## src/design/csiesp_pkg.sv

```systemverilog
`default_nettype none
// ----------------------------------------------------------------------------
// csiesp_pkg
// Shared types and constants for the CSI escape sequence parser.
// ----------------------------------------------------------------------------
package csiesp_pkg;

	// Default depth of the parameter list
	localparam int MAX_PARAMS_DEF = 8;

	// Bytes with a meaning of their own
	localparam logic [7:0] CH_ESC     = 8'h1B;
	localparam logic [7:0] CH_LBRACK  = 8'h5B; // '['
	localparam logic [7:0] CH_QMARK   = 8'h3F; // '?'
	localparam logic [7:0] CH_SEMI    = 8'h3B; // ';'
	localparam logic [7:0] CH_ZERO    = 8'h30; // '0'
	localparam logic [7:0] CH_NINE    = 8'h39; // '9'
	localparam logic [7:0] CH_LEFT    = 8'h44; // 'D'
	localparam logic [7:0] CH_RIGHT   = 8'h43; // 'C'
	localparam logic [7:0] CH_CUP     = 8'h48; // 'H'
	localparam logic [7:0] CH_CLEAR   = 8'h4A; // 'J'
	localparam logic [7:0] CH_SET     = 8'h68; // 'h'
	localparam logic [7:0] CH_RESET   = 8'h6C; // 'l'
	localparam logic [7:0] CH_SGR     = 8'h6D; // 'm'

	// Parameter values checked by the decoder
	localparam logic [15:0] MODE_ALT_SCREEN = 16'd1049;
	localparam logic [15:0] SGR_FG_EXT      = 16'd38;
	localparam logic [15:0] COLOR_RGB       = 16'd2;
	localparam logic [15:0] PARAM_SAT       = 16'hFFFF;

	typedef enum logic [2:0] {
		ACT_NONE      = 3'd0,
		ACT_LEFT      = 3'd1,
		ACT_RIGHT     = 3'd2,
		ACT_SET_CUR   = 3'd3,
		ACT_CLEAR     = 3'd4,
		ACT_ALT_ON    = 3'd5,
		ACT_ALT_OFF   = 3'd6,
		ACT_COLOR     = 3'd7
	} action_t;

	typedef enum logic [3:0] {
		WARN_NONE            = 4'd0,
		WARN_CUP_ARGS        = 4'd1,
		WARN_MODE_NO_CODE    = 4'd2,
		WARN_UNKNOWN_MODE    = 4'd3,
		WARN_NO_COLOR_TYPE   = 4'd4,
		WARN_BAD_COLOR_TYPE  = 4'd5,
		WARN_BAD_COLOR_COUNT = 4'd6,
		WARN_UNKNOWN_SGR     = 4'd7,
		WARN_UNKNOWN_FINAL   = 4'd8
	} warning_t;

	typedef struct packed {
		logic        consumed;
		action_t     action;
		warning_t    warning;
		logic        screen_select;
		logic [15:0] arg_a;
		logic [15:0] arg_b;
		logic [15:0] arg_c;
	} result_t;

	// Scalar parser state handed between decoder and state registers
	typedef struct packed {
		logic        in_seq;
		logic        alt;
		logic [15:0] running;
	} flags_t;

endpackage
`default_nettype wire

```

## src/design/csiesp_if.sv

```systemverilog
`default_nettype none
// ----------------------------------------------------------------------------
// csiesp_in_if / csiesp_out_if
// Valid/ready channels for console bytes in and parse results out.
// ----------------------------------------------------------------------------
interface csiesp_in_if;
	logic       valid;
	logic       ready;
	logic [7:0] byte_in;

	modport source (output valid, output byte_in, input ready);
	modport sink   (input valid, input byte_in, output ready);
endinterface

interface csiesp_out_if;
	logic                 valid;
	logic                 ready;
	logic                 consumed;
	csiesp_pkg::action_t  action;
	csiesp_pkg::warning_t warning;
	logic                 screen_select;
	logic [15:0]          arg_a;
	logic [15:0]          arg_b;
	logic [15:0]          arg_c;

	modport source (output valid, output consumed, output action, output warning,
		output screen_select, output arg_a, output arg_b, output arg_c, input ready);
	modport sink   (input valid, input consumed, input action, input warning,
		input screen_select, input arg_a, input arg_b, input arg_c, output ready);
endinterface
`default_nettype wire

```

## src/design/csiesp_decode.sv

```systemverilog
`default_nettype none
// ----------------------------------------------------------------------------
// csiesp_decode
// Combinational decode of one byte against the current parser state.
// ----------------------------------------------------------------------------
module csiesp_decode #(
	parameter int MAX_PARAMS = csiesp_pkg::MAX_PARAMS_DEF,
	localparam int CW = $clog2(MAX_PARAMS + 1)
) (
	input  wire logic [7:0]         byte_in,
	input  wire csiesp_pkg::flags_t cur,
	input  wire logic [CW-1:0]      count,
	input  wire logic [15:0]        store [MAX_PARAMS],
	output      csiesp_pkg::flags_t nxt,
	output      logic [CW-1:0]      nxt_count,
	output      logic               push_en,
	output      csiesp_pkg::result_t res
);

	logic          push_ok;
	logic [CW-1:0] cnt_f;
	logic [15:0]   p0, p1, p2, p3, p4;
	logic [19:0]   acc;

	// Entries as seen after the closing push of the running parameter
	assign push_ok = (count < CW'(MAX_PARAMS));
	assign cnt_f   = push_ok ? count + CW'(1) : count;
	assign p0 = (push_ok && count == CW'(0)) ? cur.running : store[0];
	assign p1 = (push_ok && count == CW'(1)) ? cur.running : store[1];
	assign p2 = (push_ok && count == CW'(2)) ? cur.running : store[2];
	assign p3 = (push_ok && count == CW'(3)) ? cur.running : store[3];
	assign p4 = (push_ok && count == CW'(4)) ? cur.running : store[4];

	// running * 10 + digit
	assign acc = ({4'd0, cur.running} << 3) + ({4'd0, cur.running} << 1)
		+ {16'd0, byte_in[3:0]};

	always_comb begin
		nxt       = cur;
		nxt_count = count;
		push_en   = 1'b0;
		res.consumed      = 1'b1;
		res.action        = csiesp_pkg::ACT_NONE;
		res.warning       = csiesp_pkg::WARN_NONE;
		res.arg_a         = 16'd0;
		res.arg_b         = 16'd0;
		res.arg_c         = 16'd0;

		if (byte_in == csiesp_pkg::CH_ESC) begin
			nxt.in_seq  = 1'b1;
			nxt.running = 16'd0;
			nxt_count   = CW'(0);
		end else if (!cur.in_seq) begin
			res.consumed = 1'b0;
		end else if (byte_in == csiesp_pkg::CH_LBRACK || byte_in == csiesp_pkg::CH_QMARK) begin
			// skip intermediate bytes
		end else if (byte_in >= csiesp_pkg::CH_ZERO && byte_in <= csiesp_pkg::CH_NINE) begin
			nxt.running = (acc > {4'd0, csiesp_pkg::PARAM_SAT}) ? csiesp_pkg::PARAM_SAT
				: acc[15:0];
		end else if (byte_in == csiesp_pkg::CH_SEMI) begin
			push_en     = push_ok;
			nxt_count   = cnt_f;
			nxt.running = 16'd0;
		end else begin
			push_en     = push_ok;
			nxt_count   = cnt_f;
			nxt.running = 16'd0;
			nxt.in_seq  = 1'b0;
			case (byte_in)
				csiesp_pkg::CH_LEFT:  res.action = csiesp_pkg::ACT_LEFT;
				csiesp_pkg::CH_RIGHT: res.action = csiesp_pkg::ACT_RIGHT;
				csiesp_pkg::CH_CLEAR: res.action = csiesp_pkg::ACT_CLEAR;
				csiesp_pkg::CH_CUP: begin
					if (cnt_f != CW'(2)) begin
						res.warning = csiesp_pkg::WARN_CUP_ARGS;
					end else begin
						res.action = csiesp_pkg::ACT_SET_CUR;
						res.arg_a  = p1;
						res.arg_b  = p0;
					end
				end
				csiesp_pkg::CH_SET, csiesp_pkg::CH_RESET: begin
					if (cnt_f != CW'(1)) begin
						res.warning = csiesp_pkg::WARN_MODE_NO_CODE;
					end else if (p0 != csiesp_pkg::MODE_ALT_SCREEN) begin
						res.warning = csiesp_pkg::WARN_UNKNOWN_MODE;
					end else if (byte_in == csiesp_pkg::CH_SET) begin
						nxt.alt    = 1'b1;
						res.action = csiesp_pkg::ACT_ALT_ON;
					end else begin
						nxt.alt    = 1'b0;
						res.action = csiesp_pkg::ACT_ALT_OFF;
					end
				end
				csiesp_pkg::CH_SGR: begin
					if (p0 != csiesp_pkg::SGR_FG_EXT) begin
						res.warning = csiesp_pkg::WARN_UNKNOWN_SGR;
					end else if (cnt_f < CW'(2)) begin
						res.warning = csiesp_pkg::WARN_NO_COLOR_TYPE;
					end else if (p1 != csiesp_pkg::COLOR_RGB) begin
						res.warning = csiesp_pkg::WARN_BAD_COLOR_TYPE;
					end else if (cnt_f != CW'(5)) begin
						res.warning = csiesp_pkg::WARN_BAD_COLOR_COUNT;
					end else begin
						res.action = csiesp_pkg::ACT_COLOR;
						res.arg_a  = p2;
						res.arg_b  = p3;
						res.arg_c  = p4;
					end
				end
				default: res.warning = csiesp_pkg::WARN_UNKNOWN_FINAL;
			endcase
		end
		res.screen_select = nxt.alt;
	end

endmodule
`default_nettype wire

```

## src/design/csi_escape_sequence_parser_core.sv

```systemverilog
`default_nettype none
// ----------------------------------------------------------------------------
// csi_escape_sequence_parser_core
// Byte-serial ANSI CSI parser: one console byte in, one parse result out.
// ----------------------------------------------------------------------------
// Every accepted byte yields exactly one result beat, in order. The block takes
// one byte per clock cycle for as long as results are drained. A byte is
// captured in the input register when it is accepted and reaches the result
// register when the decode stage advances, which waits while a result is held
// unread (combinational decode against the parser state in between). The
// decode step updates the escape flag, the running decimal parameter, the
// parameter list and the screen bit in the same cycle it produces the result.
// The result register lets a new byte enter while an earlier result still
// waits on the output side. No clearing pass is needed after reset: list
// entries are only read below the fill count.
// ----------------------------------------------------------------------------
module csi_escape_sequence_parser_core #(
	parameter int MAX_PARAMS = csiesp_pkg::MAX_PARAMS_DEF
) (
	input wire logic    clk,
	input wire logic    arst_n,
	csiesp_in_if.sink   in_ch,
	csiesp_out_if.source out_ch
);

	localparam int CW = $clog2(MAX_PARAMS + 1);
	localparam int IW = $clog2(MAX_PARAMS);

	// Input stage
	logic       valid_s1;
	logic [7:0] byte_s1;

	// Parser state
	csiesp_pkg::flags_t flags_q;
	logic [CW-1:0]      count_q;
	logic [15:0]        store_q [MAX_PARAMS];

	// Result register
	logic                valid_q;
	csiesp_pkg::result_t res_q;

	// Decoder outputs
	csiesp_pkg::flags_t  flags_nxt;
	logic [CW-1:0]       count_nxt;
	logic                push_en;
	csiesp_pkg::result_t res_nxt;

	logic adv;

	// Advance the decode stage whenever the result register is free or draining
	assign adv          = valid_s1 && (!valid_q || out_ch.ready);
	assign in_ch.ready  = !valid_s1 || adv;

	csiesp_decode #(
		.MAX_PARAMS(MAX_PARAMS)
	) u_decode (
		.byte_in   (byte_s1),
		.cur       (flags_q),
		.count     (count_q),
		.store     (store_q),
		.nxt       (flags_nxt),
		.nxt_count (count_nxt),
		.push_en   (push_en),
		.res       (res_nxt)
	);

	// Input register: load on every accepted beat
	always_ff @(posedge clk or negedge arst_n) begin
		if (!arst_n) begin
			valid_s1 <= 1'b0;
		end else if (in_ch.ready) begin
			valid_s1 <= in_ch.valid;
		end
	end

	always_ff @(posedge clk) begin
		if (in_ch.valid && in_ch.ready) begin
			byte_s1 <= in_ch.byte_in;
		end
	end

	// Parser state: commit only when the byte leaves the decode stage
	always_ff @(posedge clk or negedge arst_n) begin
		if (!arst_n) begin
			flags_q <= '0;
			count_q <= '0;
		end else if (adv) begin
			flags_q <= flags_nxt;
			count_q <= count_nxt;
		end
	end

	// Parameter list: push the running parameter at the fill position
	always_ff @(posedge clk) begin
		if (adv && push_en) begin
			store_q[count_q[IW-1:0]] <= flags_q.running;
		end
	end

	// Result register: hold until the sink takes the beat
	always_ff @(posedge clk or negedge arst_n) begin
		if (!arst_n) begin
			valid_q <= 1'b0;
		end else if (adv) begin
			valid_q <= 1'b1;
		end else if (out_ch.ready) begin
			valid_q <= 1'b0;
		end
	end

	always_ff @(posedge clk) begin
		if (adv) begin
			res_q <= res_nxt;
		end
	end

	// Drive the result channel
	assign out_ch.valid         = valid_q;
	assign out_ch.consumed      = res_q.consumed;
	assign out_ch.action        = res_q.action;
	assign out_ch.warning       = res_q.warning;
	assign out_ch.screen_select = res_q.screen_select;
	assign out_ch.arg_a         = res_q.arg_a;
	assign out_ch.arg_b         = res_q.arg_b;
	assign out_ch.arg_c         = res_q.arg_c;

endmodule
`default_nettype wire
```

## src/flat_wrapper.sv

```systemverilog
// flat-port wrapper written by rule: the top's interface ports become plain ports
module csi_escape_sequence_parser_core_flat 
#(
	parameter int MAX_PARAMS = csiesp_pkg::MAX_PARAMS_DEF
)
  (clk, arst_n, in_ch_valid, in_ch_byte_in, in_ch_ready, out_ch_valid, out_ch_consumed, out_ch_action, out_ch_warning, out_ch_screen_select, out_ch_arg_a, out_ch_arg_b, out_ch_arg_c, out_ch_ready);
  csiesp_in_if in_ch_i ();
  csiesp_out_if out_ch_i ();
  input wire logic clk;
  input wire logic arst_n;
  input wire logic [$bits(in_ch_i.valid)-1:0] in_ch_valid;
  input wire logic [$bits(in_ch_i.byte_in)-1:0] in_ch_byte_in;
  output wire logic [$bits(in_ch_i.ready)-1:0] in_ch_ready;
  output wire logic [$bits(out_ch_i.valid)-1:0] out_ch_valid;
  output wire logic [$bits(out_ch_i.consumed)-1:0] out_ch_consumed;
  output wire logic [$bits(out_ch_i.action)-1:0] out_ch_action;
  output wire logic [$bits(out_ch_i.warning)-1:0] out_ch_warning;
  output wire logic [$bits(out_ch_i.screen_select)-1:0] out_ch_screen_select;
  output wire logic [$bits(out_ch_i.arg_a)-1:0] out_ch_arg_a;
  output wire logic [$bits(out_ch_i.arg_b)-1:0] out_ch_arg_b;
  output wire logic [$bits(out_ch_i.arg_c)-1:0] out_ch_arg_c;
  input wire logic [$bits(out_ch_i.ready)-1:0] out_ch_ready;
  assign in_ch_i.valid = in_ch_valid;
  assign in_ch_i.byte_in = in_ch_byte_in;
  assign in_ch_ready = in_ch_i.ready;
  assign out_ch_valid = out_ch_i.valid;
  assign out_ch_consumed = out_ch_i.consumed;
  assign out_ch_action = out_ch_i.action;
  assign out_ch_warning = out_ch_i.warning;
  assign out_ch_screen_select = out_ch_i.screen_select;
  assign out_ch_arg_a = out_ch_i.arg_a;
  assign out_ch_arg_b = out_ch_i.arg_b;
  assign out_ch_arg_c = out_ch_i.arg_c;
  assign out_ch_i.ready = out_ch_ready;
  csi_escape_sequence_parser_core #(.MAX_PARAMS(MAX_PARAMS)) u_core (.clk(clk), .arst_n(arst_n), .in_ch(in_ch_i), .out_ch(out_ch_i));
endmodule
```

## config.mk

```make
export PLATFORM = sky130hd
export DESIGN_NAME = csi_escape_sequence_parser_core_flat
export DESIGN_NICKNAME = d
export VERILOG_FILES = /design/src/design/csiesp_pkg.sv /design/src/design/csiesp_if.sv /design/src/design/csiesp_decode.sv /design/src/design/csi_escape_sequence_parser_core.sv /design/src/flat_wrapper.sv
export SDC_FILE = /design/constraint.sdc
export NUM_CORES = 1
export LEC_CHECK = 0
export ABC_AREA = 1
export BUFFER_PORTS_ARGS = -buffer_cell sky130_fd_sc_hd__buf_2
export CAP_MARGIN = 20
export CORE_MARGIN = 10
export CORE_UTILIZATION = 55
export DETAILED_ROUTE_END_ITERATION = 12
export PLACE_DENSITY_LB_ADDON = 0.3
export RECOVER_POWER = 25
export SLEW_MARGIN = 15
export SYNTH_ARGS = -nofsm -noshare
export SYNTH_HDL_FRONTEND = slang
export SYNTH_SLANG_ARGS = --single-unit
export TNS_END_PERCENT = 10
```

## constraint.sdc

```tcl
create_clock -name clk -period 3.3 [get_ports clk]
set_clock_uncertainty 0.05 [all_clocks]
set_input_delay 0.66 -clock clk [delete_from_list [all_inputs] [get_ports clk]]
set_output_delay 0.66 -clock clk [all_outputs]
set_load 0.02 [all_outputs]
```

**Word level (Yosys, flattened, before mapping)**

Index checks and enable logic that the tools add are counted.

- Logic and storage cells: 138
- Register bits: 217
- Output and inout bits: 59

- Equality and inequality tests: 23
- Add/sub/neg operators: 3
- Multiplexer cells: 56
- Bitwise gates (word level): 3
- Magnitude comparators: 7
- Reductions and logical operators: 24

Operators with widths:

| operator | number |
|---|---|
| 48-bit two-way mux | 4 |
| 16-bit two-way mux | 9 |
| 128-bit bitwise mux | 1 |
| 8-bit by 7-bit == test with 1-bit output, second input constant | 8 |
| 32-bit one-hot mux with 2 select lines | 1 |
| 16-bit demux with 3-bit select | 1 |
| 18-bit two-way mux | 2 |
| 32-bit two-way mux | 1 |
| 3-bit two-way mux | 10 |
| 19-bit by 17-bit adder with 20-bit output | 1 |
| 20-bit by 4-bit adder with 20-bit output | 1 |
| 20-bit by 16-bit > comparator with 1-bit output, second input constant | 1 |
| 4-bit two-way mux | 5 |
| 3-bit one-hot mux with 6 select lines | 1 |
| 8-bit by 6-bit == test with 1-bit output, second input constant | 2 |
| 16-bit by 11-bit inequality test with 1-bit output, second input constant | 1 |
| 16-bit by 2-bit inequality test with 1-bit output, second input constant | 1 |
| 16-bit by 6-bit inequality test with 1-bit output, second input constant | 1 |
| 4-bit one-hot mux with 4 select lines | 1 |
| 1-bit two-way mux | 14 |
| 2-bit two-way mux | 6 |
| 1-bit logical AND | 10 |
| 10-bit OR reduction | 1 |
| 4-bit by 2-bit == test with 1-bit output, second input constant | 2 |
| other kinds (25) | 31 |

**Depth between registers and ports, before layout**

- Depth after elaboration: 12
- Mapped depth: 17
- Mapped depth without buffers: 15

**By module**

Synthesis repeated with hierarchy kept, for this count alone.

- Cells, all modules: 1243
- Area, all modules: 11264.6 um^2

By module, submodules not included:

| module | instances | cells an instance | area an instance (um^2) |
|---|---|---|---|
| csi_escape_sequence_parser_core | 1 | 319 | 6862.8 |
| csiesp_decode | 1 | 924 | 4401.7 |

**Least setup slack after synthesis**

No wires, ideal clock.

- Path type: input to register
- From: in out_ch_ready
- To: reg u_core.store_q[48] in the netlist's numbering (enable)
- Cell stages on the path: 8
- Data arrival time: 2570 ps
- Buffers on the path: 0
- Setup slack: 270 ps
- Cell sequence: inv_1 > nand2_1 > nand2_1 > nor3_1 > nand3_1 > nor2_1 > nand2_1 > nor3_1

- Word-level cells in the longest chain between the ends: 3

RTL lines:

| element | line | source |
|---|---|---|
| start: declaration | flat_wrapper.sv:22 | `input wire logic [$bits(out_ch_i.ready)-1:0] out_ch_ready;` |
| 1-bit logical OR | csi_escape_sequence_parser_core.sv:51 | `assign adv = valid_s1 && (!valid_q \|\| out_ch.ready);` |
| 1-bit logical AND | csi_escape_sequence_parser_core.sv:51 |  |
| 1-bit logical AND | csi_escape_sequence_parser_core.sv:95 | `if (adv && push_en) begin` |
| end signal: indexed assignment | csi_escape_sequence_parser_core.sv:96 | `store_q[count_q[IW-1:0]] <= flags_q.running;` |
| end: declaration | csi_escape_sequence_parser_core.sv:36 | `logic [15:0] store_q [MAX_PARAMS];` |

Every way passes these cells.
A chain may end at the register's enable or synchronous reset.

**Worst setup path after layout**

- From: reg u_core.count_q[1]
- To: reg u_core.res_q, in the netlist u_core.out_ch.arg_b[9], data pin

- Word-level cells in the longest chain between the ends: 8
- Elaborated cells on any way between the ends: 23
- Those cells by class: 1 x add/sub; 2 x order compare; 6 x eq/ne; 10 x mux; 4 x reduce/logical

RTL lines:

| element | line | source |
|---|---|---|
| start: declaration | csi_escape_sequence_parser_core.sv:35 | `logic [CW-1:0] count_q;` |
| start signal: assignment | csi_escape_sequence_parser_core.sv:89 | `count_q <= count_nxt;` |
| 4-bit by 1-bit adder with 4-bit output, or another cell as far along | csiesp_decode.sv:27 | `assign cnt_f = push_ok ? count + CW'(1) : count;` |
| 4-bit two-way mux, or another cell as far along | csiesp_decode.sv:27 |  |
| 4-bit by 3-bit inequality test with 1-bit output, or another cell as far along | csiesp_decode.sv:102 | `end else if (cnt_f != CW'(5)) begin` |
| 48-bit two-way mux / 16-bit by 2-bit inequality test with 1-bit output (equally long branches) | csiesp_decode.sv:102, csiesp_decode.sv:100 |  |
| 48-bit two-way mux | csiesp_decode.sv:100 | `end else if (p1 != csiesp_pkg::COLOR_RGB) begin` |
| 48-bit two-way mux | csiesp_decode.sv:98 | `end else if (cnt_f < CW'(2)) begin` |
| 48-bit two-way mux | csiesp_decode.sv:96 | `if (p0 != csiesp_pkg::SGR_FG_EXT) begin` |
| 32-bit one-hot mux with 2 select lines * | csiesp_decode.sv:69 | `case (byte_in)` |
| end signal: assignment | csi_escape_sequence_parser_core.sv:113 | `res_q <= res_nxt;` |
| end: declaration | csi_escape_sequence_parser_core.sv:40 | `csiesp_pkg::result_t res_q;` |

Mark *: on every way between the ends. The rest lies on a longest branch, timed or not.

==> summary.md <==
| Metric | Value |
|---|---|
| Sequential share of the synthesized area | `0.5385` |
| Switching power | `0.001637 W` |
| Period Utilization, post-route | `0.8836` |
| GRT Util Overall | `0.2153` |
| Post-DRT Antenna Nets | `0` |
| Final hold vios | `0` |
| Largest net degree at the start of global routing | `42` |
| Number of synthesized flops with an enable pin | `145` |
| First-pass GRT wire length | `37.77 mm` |
| # DRC | `0` |
| Synth top cells by count | `294 x nand2_1, 145 x edfxtp_1, 97 x inv_1` |
| Endpoints failing setup | `0` |
| Worst Hold Class | `input port to register` |
| Post-Route WL | `23.83 mm` |
| Mapped cell area | `9201 um^2` |
| Total number of vias | `7598` |
| Total setup buffers inserted after CTS | `0` |
| Detailed Routing Iterations Pass 1 | `6` |
| Worst skew pair latency | `0.44 ns` |
| IO buf count | `70` |
| Synth async-reset ratio | `0.1420` |
| Post-CTS sizing | `0` |
| Max Transition Viols Final | `0` |
| Grt ovf | `0` |
| Initial Utilization | `0.5588` |
| Status | `complete, no violations` |
| Area share of the largest cell type after synthesis | `0.4732` |
| Layout cells sized above 1 | `0.1314` |
| Maximum VDD drop | `0.0004193 V` |
| Die H | `149.3 um` |
| Largest cells by area after synthesis | `edfxtp_1 47%, nand2_1 12%, dfrtp_1 6.5%` |
| Sw frac | `0.3044` |
| Combinational share of power | `0.193` |
| Worst relative slew slack | `0.08752` |
| Synthesis-to-finish area growth | `13.57%` |
| Reg clk slew, reported paths | `0.07 ns` |
| Primary FF master, synth | `edfxtp_1` |
| Syn Nets | `1082` |
| Actual slew at the worst max-slew pin | `1.369 ns` |
| Highest clock rate | `0.3429 GHz` |
| Average wire per cell in the routed design | `17.60 um` |
| Flop pwr share | `0.458` |
| Core Area | `16470 um^2` |
| Leading area contributor after synthesis | `edfxtp_1` |
| CTS buffer count | `17` |
| Layout Nets | `1170` |
| Avg Cell Area, Syn | `8.907 um^2` |
| Final instance area | `10450 um^2` |
| P_int | `0.003741 W` |
| Clock power share | `0.350` |
| Via/cell ratio | `5.612` |
| Placed Area | `9940 um^2` |
| Site row count | `47` |
| Die Span X | `149.3 um` |
| CTS tree | `yes` |
| WS Path Type | `register to register` |
| Vias in the first global route | `6976` |
| Die area | `22300 um^2` |
| RePlAce Congestion | `0.9730` |
| Cell count after synthesis | `1033` |
| Worst-case clock buffer depth | `2` |
| PD cells | `514.7 nW/um^2` |
| Crit end category | `register` |
| Worst path required time | `3.51 ns` |
| RSZ-0062 raised after global routing | `false` |
| Most numerous cell in the Yosys netlist | `nand2_1` |
| Max Cap Viol | `0` |
| First DRT Iteration DRCs | `999` |
| #FFs+latches synth | `169` |
| Clk root buf | `clkbuf_16` |
| HPWL Detailed | `16.90 mm` |
| Synth Warn # | `0` |
| IO Count | `71` |
| Number of distinct library cells after synthesis | `34` |
| Setup TNS | `0 ns` |
| Crit path max fanout | `33` |
| Initial antenna violation count | `0` |
| CP Launch Type | `register` |
| # hold bufs at CTS | `0` |
| Fin crit period | `2.916 ns` |
| CTS H-tree depth | `4` |
| Critical Path AT | `3.13 ns` |
| R2R Setup Slk | `0.38 ns` |
| Number of fill cells | `1370` |
| Ant. Diodes | `0` |
| Leakage | `4.611 nW` |
| Sinks on the clock net | `169` |
[stage by stage]
step | setup slack (ns) | hold slack (ns) | power, W | utilization | cells
4_1_cts | 0.4085 | 0.1690 | 0.005385 | 0.6372 | 1354
6_report | 0.3841 | 0.3442 | 0.005378 | 0.6347 | 1354
5_1_grt | 0.1813 | 0.3363 | 0.005607 | 0.6347 | 1354
3_3_place_gp | 0.4403 | 0.4136 | 0.003517 | 0.6036 | 1322
3_5_place_dp | 0.4316 | 0.4290 | 0.003536 | 0.6036 | 1322
2_1_floorplan | 0.2705 | 0.3144 | 0.003264 | - | 1033
[metal layers]
metal  global-route usage  up-vias  routed length [um]
li1                     -     3681                   -
met1               0.2868     3463                9578
met2               0.3372      393               10960
met3              0.03337       61                2338
met4               0.1035        0                 952
met5                    0        -                   0
[path summary, 6_finish.rpt]
path	startpoint	to	cells after the start
worst min register to register	u_core.flags_q[16]$_DFFE_PN0P_	u_core.flags_q[16]$_DFFE_PN0P_	2
worst max-delay path	u_core.count_q[1]$_DFFE_PN0P_	u_core.out_ch.arg_b[9]$_SDFFCE_PP0P_	14
min in group asynchronous	arst_n	u_core.out_ch.valid$_DFFE_PN0P_	1
worst max register to register	u_core.count_q[1]$_DFFE_PN0P_	u_core.out_ch.arg_b[9]$_SDFFCE_PP0P_	14
max in group asynchronous	arst_n	u_core.flags_q[9]$_DFFE_PN0P_	1
worst min-delay path	in_ch_byte_in[1]	u_core.byte_s1[1]$_DFFE_PP_	1
[critical path, cell delays in order, from the launching register on]
cell and delay, ns:
dfrtp_1 0.44, inv_1 0.16, ha_1 0.50, buf_4 0.25
nand3_1 0.08, nand2_1 0.11, nand2_1 0.07, inv_1 0.06
nand2_1 0.05, nor2_1 0.13, nand2_1 0.14, nor2_4 0.16
buf_12 0.20, nand4_1 0.10, a21oi_1 0.22
[cells by family (layout without fill, tap and decap cells)]
group | after synthesis | count (layout) | synth area share
and+or+nand+nor | 549 | 549 | 0.2626
adders and majority gates | 37 | 37 | 0.05194
AOI/OAI and AO/OA | 129 | 129 | 0.07261
xor gates and xnor gates | 11 | 11 | 0.01047
buffers and inverters | 138 | 239 | 0.06391
DFF | 169 | 169 | 0.5385
[power by group through the flow]
stage	Sequential [W]	Clock (W)	Combinational, W
6_report	0.00246	0.00188	0.00104
5_1_grt	0.00247	0.00198	0.00116
4_1_cts	0.00246	0.00189	0.00104
3_5_place_dp	0.00251	0	0.00103
3_3_place_gp	0.00250	0	0.00101
2_1_floorplan	0.00261	0	0.000655
[cells in the final DEF, fill, tap and decap left out, types with 3 or more instances in the layout]
master      netlist  routed
nand2_1         294     294
edfxtp_1        145     145
inv_1            97      96
nand3_1          91      91
nor2_1           84      84
a21oi_1          74      74
buf_2            11      69
nand4_1          45      45
o21ai_0          45      45
ha_1             35      35
buf_4             7      26
dfrtp_1          24      24
clkbuf_16         0      17
nor2_2           13      13
clkbuf_1         17      12
nor3_1            9       6
xnor2_1           6       6
nand3b_1          5       5
xor2_1            5       5
clkinvlp_4        0       5
nor3_2            0       3
clkinv_4          0       3
clkinv_1          0       3
[state kept, by name, indices dropped and copies added (netlist names)]
signal,cells
u_core.flags_q,18
u_core.store_q,80
u_core.byte_s1,8
u_core.out_ch.valid,1
u_core.out_ch.arg_c,16
u_core.out_ch.arg_a,16
u_core.out_ch.warning,4
u_core.out_ch.consumed,1
u_core.out_ch.arg_b,16
u_core.valid_s1,1
u_core.out_ch.action,3
u_core.count_q,4
u_core.out_ch.screen_select,1
[layout make-up]
class	count	area [um^2]	share of cell area
multi-input cells	726	3674	0.3515
clock buffers	17	425.4	0.04071
flip-flops and latches	169	4955	0.4741
well taps	220	275.3	0.02634
clock inverters	15	127.6	0.01221
inverters	98	367.9	0.03520
repair buffers	109	625.6	0.05987
(Power assumes the default switching activity.)
